<file path="src/rtl/trqs_pkg.sv">
// Shared types and codes for the round-robin ready queue scheduler.
// Used by the queue cell, the cell row and the top level.
`default_nettype none

package trqs_pkg;

  // Thread numbers on the ports are four bits wide.
  localparam int TID_W   = 4;
  localparam int NUM_IDS = 16;
  localparam int FUNC_W  = 3;
  localparam int ACT_W   = 2;
  localparam int STAT_W  = 3;

  // Operation codes on the input channel.
  localparam logic [FUNC_W-1:0] FN_READY = 3'd0;
  localparam logic [FUNC_W-1:0] FN_SCHED = 3'd1;
  localparam logic [FUNC_W-1:0] FN_EXIT  = 3'd2;
  localparam logic [FUNC_W-1:0] FN_KILL  = 3'd3;
  localparam logic [FUNC_W-1:0] FN_YIELD = 3'd4;

  // Action codes on the output channel.
  localparam logic [ACT_W-1:0] ACT_NONE   = 2'd0;
  localparam logic [ACT_W-1:0] ACT_START  = 2'd1;
  localparam logic [ACT_W-1:0] ACT_SWITCH = 2'd2;

  // Status codes on the output channel.
  localparam logic [STAT_W-1:0] ST_OK    = 3'd0;
  localparam logic [STAT_W-1:0] ST_DUP   = 3'd1;
  localparam logic [STAT_W-1:0] ST_LAST  = 3'd2;
  localparam logic [STAT_W-1:0] ST_NOACT = 3'd3;
  localparam logic [STAT_W-1:0] ST_NOTQ  = 3'd4;

  // Commands broadcast to every cell of the queue row.
  typedef logic [2:0] cell_op_t;
  localparam cell_op_t OP_HOLD       = 3'd0;
  localparam cell_op_t OP_SHIFT      = 3'd1;
  localparam cell_op_t OP_LOAD       = 3'd2;
  localparam cell_op_t OP_SHIFT_LOAD = 3'd3;
  localparam cell_op_t OP_MARK       = 3'd4;
  localparam cell_op_t OP_COMPACT    = 3'd5;

  typedef struct packed {
    cell_op_t           op;
    logic [TID_W-1:0]   load_id;
    logic [TID_W-1:0]   kill_id;
  } cell_cmd_t;

  // One result item.
  typedef struct packed {
    logic [STAT_W-1:0] status;
    logic [TID_W-1:0]  to_thread;
    logic [TID_W-1:0]  from_thread;
    logic [ACT_W-1:0]  action;
  } res_t;

endpackage

`default_nettype wire

</file>
<file path="src/rtl/thread_ready_queue_scheduler.sv">
// Round-robin ready queue scheduler, top level: handshakes, sequencer and result buffer.
// Depends on trqs_pkg and trqs_row.
//
// Use: each input item on s_* is one scheduler operation (ready, schedule, exit,
// kill, yield) with a thread number; each gives exactly one result item on m_*
// that says whether to start or switch threads, and a status.
// The ready queue is kept in order in a row of cells, front in the first cell.
// Timing: the result is registered when the item is accepted and then shows on
// m_tvalid. Ready, schedule, exit and yield finish when accepted. A kill marks
// the removed thread's cell as a gap, and the gap then moves one cell per cycle
// to the back of the row (the row holds at most 16 threads); s_tready stays low
// until it is gone.
// Stalls: a one-item skid buffer sits behind the output register, so one more
// item is taken while a result waits; then s_tready drops until m_tready.
// Reset: the queue is empty and no thread is running.
`default_nettype none

module thread_ready_queue_scheduler
  import trqs_pkg::*;
#(
  parameter int MAX_THREADS = 16
) (
  input  wire logic        clk,
  input  wire logic        rst,
  input  wire logic        s_tvalid,
  output logic             s_tready,
  input  wire logic [7:0]  s_tdata,   // func [2:0], thread_id [6:3], zero [7]
  output logic             m_tvalid,
  input  wire logic        m_tready,
  output logic      [15:0] m_tdata    // action, from_thread, to_thread, status, zero
);

  // Thread numbers never exceed the port width, so the row stops there.
  localparam int NCELL = (MAX_THREADS < NUM_IDS) ? MAX_THREADS : NUM_IDS;
  localparam int CW    = $clog2(NCELL + 1);

  localparam logic S_IDLE    = 1'b0;
  localparam logic S_COMPACT = 1'b1;

  logic             state, state_next;
  logic [CW-1:0]    count, count_next;
  logic [NUM_IDS-1:0] queued, queued_next;
  logic [TID_W-1:0] run, run_next;
  logic             run_vld, run_vld_next;

  logic             out_vld;
  res_t             out_res;
  logic             pend_vld;
  res_t             pend_res;

  cell_cmd_t        cmd;
  logic [CW-1:0]    load_pos;
  logic [TID_W-1:0] head_id;
  logic             hole_any;

  logic [FUNC_W-1:0] func;
  logic [TID_W-1:0]  tid;
  logic              accept;
  logic              in_range;
  logic              q_empty;
  res_t              res;

  assign func     = s_tdata[2:0];
  assign tid      = s_tdata[6:3];
  assign s_tready = (state == S_IDLE) && !pend_vld;
  assign accept   = s_tvalid && s_tready;
  assign in_range = {28'd0, tid} < 32'(MAX_THREADS);
  assign q_empty  = (count == '0);

  trqs_row #(
    .NCELL (NCELL),
    .CW    (CW)
  ) u_row (
    .clk      (clk),
    .rst      (rst),
    .cmd      (cmd),
    .load_pos (load_pos),
    .head_id  (head_id),
    .hole_any (hole_any)
  );

  // Operation decode: queue command, bookkeeping and the result item.
  always_comb begin
    state_next   = state;
    count_next   = count;
    queued_next  = queued;
    run_next     = run;
    run_vld_next = run_vld;
    cmd.op       = OP_HOLD;
    cmd.load_id  = tid;
    cmd.kill_id  = tid;
    load_pos     = count;
    res          = '0;

    if (state == S_COMPACT) begin
      cmd.op = OP_COMPACT;
      if (!hole_any) begin
        state_next = S_IDLE;
      end
    end else if (accept) begin
      unique case (func)
        FN_READY: begin
          if (!in_range) begin
            res.status = ST_NOTQ;
          end else if (queued[tid]) begin
            res.status = ST_DUP;
          end else begin
            cmd.op      = OP_LOAD;
            count_next  = count + 1'b1;
            queued_next[tid] = 1'b1;
          end
        end
        FN_SCHED: begin
          if (!q_empty) begin
            cmd.op        = OP_SHIFT;
            count_next    = count - 1'b1;
            queued_next[head_id] = 1'b0;
            res.action    = ACT_START;
            res.to_thread = head_id;
            run_next      = head_id;
            run_vld_next  = 1'b1;
          end
        end
        FN_EXIT: begin
          if (!q_empty) begin
            cmd.op        = OP_SHIFT;
            count_next    = count - 1'b1;
            queued_next[head_id] = 1'b0;
            if (run_vld) begin
              res.action      = ACT_SWITCH;
              res.from_thread = run;
            end else begin
              res.action = ACT_START;
            end
            res.to_thread = head_id;
            run_next      = head_id;
            run_vld_next  = 1'b1;
          end else begin
            res.status   = ST_LAST;
            run_vld_next = 1'b0;
          end
        end
        FN_KILL: begin
          if (!in_range || !queued[tid]) begin
            res.status = ST_NOTQ;
          end else begin
            cmd.op      = OP_MARK;
            count_next  = count - 1'b1;
            queued_next[tid] = 1'b0;
            state_next  = S_COMPACT;
          end
        end
        FN_YIELD: begin
          if (!run_vld) begin
            res.status = ST_NOACT;
          end else begin
            res.action      = ACT_SWITCH;
            res.from_thread = run;
            if (queued[run]) begin
              // Already waiting: just take the front.
              cmd.op        = OP_SHIFT;
              count_next    = count - 1'b1;
              queued_next[head_id] = 1'b0;
              res.to_thread = head_id;
              run_next      = head_id;
            end else if (q_empty) begin
              // Alone: it goes back in and comes straight out again.
              res.to_thread = run;
            end else begin
              // Take the front and put the running thread at the back.
              cmd.op        = OP_SHIFT_LOAD;
              cmd.load_id   = run;
              load_pos      = count - 1'b1;
              queued_next[head_id] = 1'b0;
              queued_next[run]     = 1'b1;
              res.to_thread = head_id;
              run_next      = head_id;
            end
          end
        end
        default: begin
        end
      endcase
    end
  end

  // Scheduler state registers.
  always_ff @(posedge clk) begin
    if (rst) begin
      state   <= S_IDLE;
      count   <= '0;
      queued  <= '0;
      run     <= '0;
      run_vld <= 1'b0;
    end else begin
      state   <= state_next;
      count   <= count_next;
      queued  <= queued_next;
      run     <= run_next;
      run_vld <= run_vld_next;
    end
  end

  // Output register with a one-item skid buffer behind it.
  always_ff @(posedge clk) begin
    if (rst) begin
      out_vld  <= 1'b0;
      pend_vld <= 1'b0;
    end else begin
      if (pend_vld && (!out_vld || m_tready)) begin
        out_vld  <= 1'b1;
        pend_vld <= 1'b0;
      end else if (accept) begin
        if (!out_vld || m_tready) begin
          out_vld <= 1'b1;
        end else begin
          pend_vld <= 1'b1;
        end
      end else if (m_tready) begin
        out_vld <= 1'b0;
      end
    end
  end

  always_ff @(posedge clk) begin
    if (pend_vld && (!out_vld || m_tready)) begin
      out_res <= pend_res;
    end else if (accept) begin
      if (!out_vld || m_tready) begin
        out_res <= res;
      end else begin
        pend_res <= res;
      end
    end
  end

  assign m_tvalid = out_vld;
  assign m_tdata  = {3'd0, out_res.status, out_res.to_thread,
                     out_res.from_thread, out_res.action};

endmodule

`default_nettype wire

</file>
<file path="src/rtl/trqs_cell.sv">
// One queue position of the ready queue: a thread number, a valid bit and a hole mark.
// Depends on trqs_pkg for the command struct.
`default_nettype none

module trqs_cell
  import trqs_pkg::*;
(
  input  wire logic             clk,
  input  wire logic             rst,
  input  wire cell_cmd_t        cmd,
  input  wire logic             load_sel,
  input  wire logic [TID_W-1:0] nxt_id,
  input  wire logic             nxt_vld,
  input  wire logic             prev_hole,
  output logic      [TID_W-1:0] id,
  output logic                  vld,
  output logic                  hole
);

  // Control bits: valid and the hole left behind by a removed thread.
  always_ff @(posedge clk) begin
    if (rst) begin
      vld  <= 1'b0;
      hole <= 1'b0;
    end else begin
      unique case (cmd.op)
        OP_SHIFT: begin
          vld <= nxt_vld;
        end
        OP_LOAD: begin
          if (load_sel) begin
            vld <= 1'b1;
          end
        end
        OP_SHIFT_LOAD: begin
          vld <= load_sel ? 1'b1 : nxt_vld;
        end
        OP_MARK: begin
          hole <= vld && (id == cmd.kill_id);
        end
        OP_COMPACT: begin
          // A hole pulls the next entry in and moves one place back.
          if (hole) begin
            vld <= nxt_vld;
          end
          hole <= prev_hole && vld;
        end
        default: begin
        end
      endcase
    end
  end

  // Thread number held in this position.
  always_ff @(posedge clk) begin
    unique case (cmd.op)
      OP_SHIFT: begin
        id <= nxt_id;
      end
      OP_LOAD: begin
        if (load_sel) begin
          id <= cmd.load_id;
        end
      end
      OP_SHIFT_LOAD: begin
        id <= load_sel ? cmd.load_id : nxt_id;
      end
      OP_COMPACT: begin
        if (hole) begin
          id <= nxt_id;
        end
      end
      default: begin
      end
    endcase
  end

endmodule

`default_nettype wire

</file>
<file path="src/rtl/trqs_row.sv">
// Row of queue cells that holds the ready queue in order, front in cell zero.
// Depends on trqs_pkg and trqs_cell.
`default_nettype none

module trqs_row
  import trqs_pkg::*;
#(
  parameter int NCELL = 16,
  parameter int CW    = 5
) (
  input  wire logic             clk,
  input  wire logic             rst,
  input  wire cell_cmd_t        cmd,
  input  wire logic [CW-1:0]    load_pos,
  output logic      [TID_W-1:0] head_id,
  output logic                  hole_any
);

  logic [TID_W-1:0] ids   [NCELL];
  logic [NCELL-1:0] vlds;
  logic [NCELL-1:0] holes;

  // Each cell sees its successor's entry and its predecessor's hole mark.
  for (genvar i = 0; i < NCELL; i++) begin : g_cell
    logic [TID_W-1:0] n_id;
    logic             n_vld;
    logic             p_hole;

    if (i == NCELL - 1) begin : g_last
      assign n_id  = '0;
      assign n_vld = 1'b0;
    end else begin : g_mid
      assign n_id  = ids[i+1];
      assign n_vld = vlds[i+1];
    end

    if (i == 0) begin : g_first
      assign p_hole = 1'b0;
    end else begin : g_rest
      assign p_hole = holes[i-1];
    end

    trqs_cell u_cell (
      .clk       (clk),
      .rst       (rst),
      .cmd       (cmd),
      .load_sel  (load_pos == CW'(i)),
      .nxt_id    (n_id),
      .nxt_vld   (n_vld),
      .prev_hole (p_hole),
      .id        (ids[i]),
      .vld       (vlds[i]),
      .hole      (holes[i])
    );
  end

  // The front of the queue and whether a removal is still being closed up.
  assign head_id  = ids[0];
  assign hole_any = |holes;

endmodule

`default_nettype wire

</file>
<file path="config.mk">
export PLATFORM = sky130hd
export DESIGN_NAME = thread_ready_queue_scheduler
export DESIGN_NICKNAME = d
export VERILOG_FILES = /design/src/rtl/trqs_pkg.sv /design/src/rtl/thread_ready_queue_scheduler.sv /design/src/rtl/trqs_cell.sv /design/src/rtl/trqs_row.sv
export SDC_FILE = /design/constraint.sdc
export NUM_CORES = 1
export LEC_CHECK = 0
export BUFFER_PORTS_ARGS = -buffer_cell sky130_fd_sc_hd__buf_2
export CORE_UTILIZATION = 45
export DETAILED_ROUTE_END_ITERATION = 7
export SYNTH_ARGS = -nofsm -noshare
export SYNTH_HDL_FRONTEND = slang
export SYNTH_HIERARCHICAL = 1
export SYNTH_SLANG_ARGS = --single-unit
export TNS_END_PERCENT = 1
</file>
<file path="constraint.sdc">
create_clock -name clk -period 16.4 [get_ports clk]
set_input_delay 3.28 -clock clk [delete_from_list [all_inputs] [get_ports clk]]
set_output_delay 3.28 -clock clk [all_outputs]
set_load 0.01 [all_outputs]
</file>
==> metrics.txt <==
crit-path most repeated cell=nor2_1; fill cell count=2,012; grt total ovfl=0; Antenna Cells=0; via-per-instance ratio=6.13; CTS Sinks=151; syn_area_per_cell=10.1 sq um; Crit path arrival time=6.90 ns; Setup TNS=0 ns; Starting Density=45.8%; total CTS buffers=17; clk slew on worst S/H paths=0.07 ns; pin count of the biggest net entering global routing=80; Max Root-Sink Buffers=2; Residual DRC=0; Pleak=3.80 nW; fraction of layout cells with a size suffix above 1=18.0%; vias post-DR=7,877; post-CTS sizing=0; final setup vio count=0; kind of critical path=input port to register; Distinct cells, synth=71; unrepaired setup endpoints after global routing=no; Crit path largest cell delay=0.88 ns; Boundary Pins=30; design area=0.0109 sq mm; hpwl dp=16,400 um; hold buffers post-CTS=0; 1st-iter DRT viols=706; worst reg-to-reg setup slack=11.86 ns; hold depth=2; dpl cell area=0.0103 sq mm; clk_skew=0.0102 ns; clock root buffer=clkbuf_16; Reg power frac=43.8%; Reg2Reg Capture Point=u_row/g_cell[3].u_cell/id[1]; ANT nets after route=0; TritonRoute pass-1 iters=6; Hold Path Class=register to register; number of synthesized flops with an enable pin=90; Period minus WS final=6.71 ns; All-Layer GR Usage=23.6%; R2R depth=10; synthesized flop and latch total=151; Clk network pwr share=42.3%; port bufs=25; Worst-Skew Late Latency=0.43 ns; gpl congestion=0.810; Post-Route WL=26,000 um; Chip Width=151 um; initial antenna violation count=0; first-pass GRT wire length=41,400 um; Int Pwr=0.706 mW; Rel. slew slack=28.3%; delay-heaviest family, CP=compound AO/OA/AOI/OAI gates; CP Capture Type=register; startpoint types=input port; hold path start=u_row/g_cell[0].u_cell/vld; synthesized instance count=982; Reg-to-Reg Start=run[1]; DIE AREA=0.0227 sq mm; FMAX=149 MHz; YS warnings=6; area occupied by multi-input gates=0.00565 sq mm; switch share=28.3%; worst-path maximum fanout=33; wire per inst=20.2 um; fin. max-slew vios=0; CP Cell Sequence=buf_2 > nand4bb_1 > nor2_1 > o2111ai_2 > o21ai_0 > nand2b_1 > nor2_1 > o21a_1 > mux2_2; register area share after synthesis=39.4%; Die H=151 um; Mapped Area=0.00997 sq mm; core footprint=0.0218 sq mm; pwr dens=90.4 mW/mm^2; CP max stage cell=o21ai_0; Final Hold Fails=0; CTS tree=done; Main synth FF type=edfxtp_1; FP Rows=54; vias in the first global route=7,510; Fin Hold WS=0.500 ns; Seq. cell area=0.00392 sq mm; Async SR Flop Fraction=0%; synthesis-to-layout area growth=9.39%; VDD IR-drop max=0.0660 mV; H-Tree Depth=4; fin nets=1,008; hold worst-path end=u_row/g_cell[0].u_cell/hole; Max-Cap Viols=0; CP Buf/Inv Count=1; Post-CTS Setup Inserts=0; run status=finished clean; post-route clock period utilization=40.9%; Comb power frac=13.9%; critical path required time=16.59 ns; Net Switching=0.279 mW; Tightest Pin Transition=1.07 ns; PnR Total Power=0.986 mW
## cells by family after synthesis
logic type / after synthesis / share of synthesized area (%)
multiplexers: 117 / 13.7
AND/OR/NAND/NOR: 292 / 16.7
buffers and inverters: 92 / 4.32
XOR/XNOR: 67 / 5.89
adder cells (fa/ha/maj): 4 / 0.477
other: 2 / 0.0753
AO/OA/AOI/OAI: 257 / 19.4
flip-flops: 151 / 39.4
## per-layer routing
layer	global-route usage, %	part of all wire [%]	vias to the layer above
li1	-	-	3763
met1	31.7	46	3801
met2	38.2	46	265
met3	4.31	5.3	48
met4	7.90	2.2	0
met5	0	0	-
## synthesized netlist by cell type, types with 6 or more instances
cell type	instances	area share [%]
o21ai_0	24	1.2
a221oi_1	18	1.6
dfxtp_1	61	12
nand2b_1	42	2.6
or3_1	6	0.38
nor4b_1	8	0.70
clkbuf_1	28	1.1
and2b_1	17	1.3
nor4bb_1	8	0.80
and2_1	7	0.44
o41ai_2	16	2.6
nand2_1	33	1.2
o21a_1	19	1.4
mux2_2	81	9.2
a21oi_1	48	2.4
nor4_1	7	0.44
o2111ai_1	17	1.5
nor2b_1	27	1.7
o21ai_1	17	0.85
mux2i_1	29	2.9
o22ai_1	20	1.3
xor2_1	65	5.7
nor3b_1	6	0.45
a22o_1	19	1.7
nand3_1	7	0.35
nor2_1	68	2.6
nor3_1	24	1.2
buf_4	8	0.60
edfxtp_1	90	27
o211ai_1	6	0.45
inv_1	42	1.6
a211oi_1	22	1.7
## tightest hold or removal path, cell delays in order, from the launching register on
cell and delay, ns:
dfxtp_1 0.31, o2111ai_1 0.07, a21oi_1 0.07
## through the flow
step	instances	util [%]	worst slack, ns
final	1286	50.1	9.69
after global routing	1286	50.1	9.47
after CTS	1286	50.1	9.74
after detailed placement	1254	47.3	9.32
after global placement	1254	47.3	9.33
after floorplan	989	-	8.95
## power by group through the flow
stage	combinational [mW]	clock (mW)	sequential [mW]
6_report	0.137	0.417	0.432
5_1_grt	0.149	0.440	0.434
4_1_cts	0.136	0.424	0.431
3_5_place_dp	0.135	0	0.440
3_3_place_gp	0.134	0	0.440
2_1_floorplan	0.103	0	0.434
## cell usage in the layout, fill, tap and decap left out, types with 9 or more instances in the layout
cell type / count
nand2b_1: 42
inv_1: 42
xor2_1: 65
buf_4: 10
and2b_1: 17
nor3_1: 24
a221oi_1: 18
o21ai_0: 22
o22ai_1: 20
o2111ai_1: 17
buf_2: 25
dfxtp_1: 61
o21a_1: 19
mux2i_1: 29
nor2b_1: 27
conb_1: 9
nand2_1: 33
a211oi_1: 22
clkbuf_16: 17
nor2_1: 68
a21oi_1: 47
edfxtp_1: 90
o41ai_2: 16
a22o_1: 19
mux2_2: 81
o21ai_1: 19
## flip-flops by register name (all words and copies together), names as in the netlist
signal,count
run_vld,1
state,1
pend_vld,1
pend_res,13
run,4
m_tdata,13
queued,16
u_row/g_cell.u_cell/id,64
m_tvalid,1
u_row/g_cell.u_cell/hole,16
count,5
u_row/g_cell.u_cell/vld,16
## area by class of cell
| class | count | share of cell area, % |
|---|---|---|
| tap | 280 | 3.21 |
| sequential | 151 | 36.0 |
| multi-input combinational | 746 | 51.8 |
| clock inverter | 14 | 1.66 |
| timing repair buffer | 35 | 1.84 |
| clock buffer | 18 | 4.03 |
| inverter | 42 | 1.45 |
## worst max path at each step
stage / start / cells after the start / end / slack (ns)
floorplan: s_tdata[5] / 8 / u_row/g_cell[0].u_cell/id[0] / 8.95
global placement: s_tdata[1] / 9 / u_row/g_cell[3].u_cell/id[1] / 9.33
detailed placement: s_tdata[1] / 9 / u_row/g_cell[3].u_cell/id[2] / 9.32
CTS: s_tdata[1] / 9 / u_row/g_cell[3].u_cell/id[2] / 9.74
global route: s_tdata[1] / 9 / u_row/g_cell[3].u_cell/id[1] / 9.47
finish: s_tdata[1] / 9 / u_row/g_cell[3].u_cell/id[1] / 9.69
No activity file was read; power rests on OpenSTA's default activity.
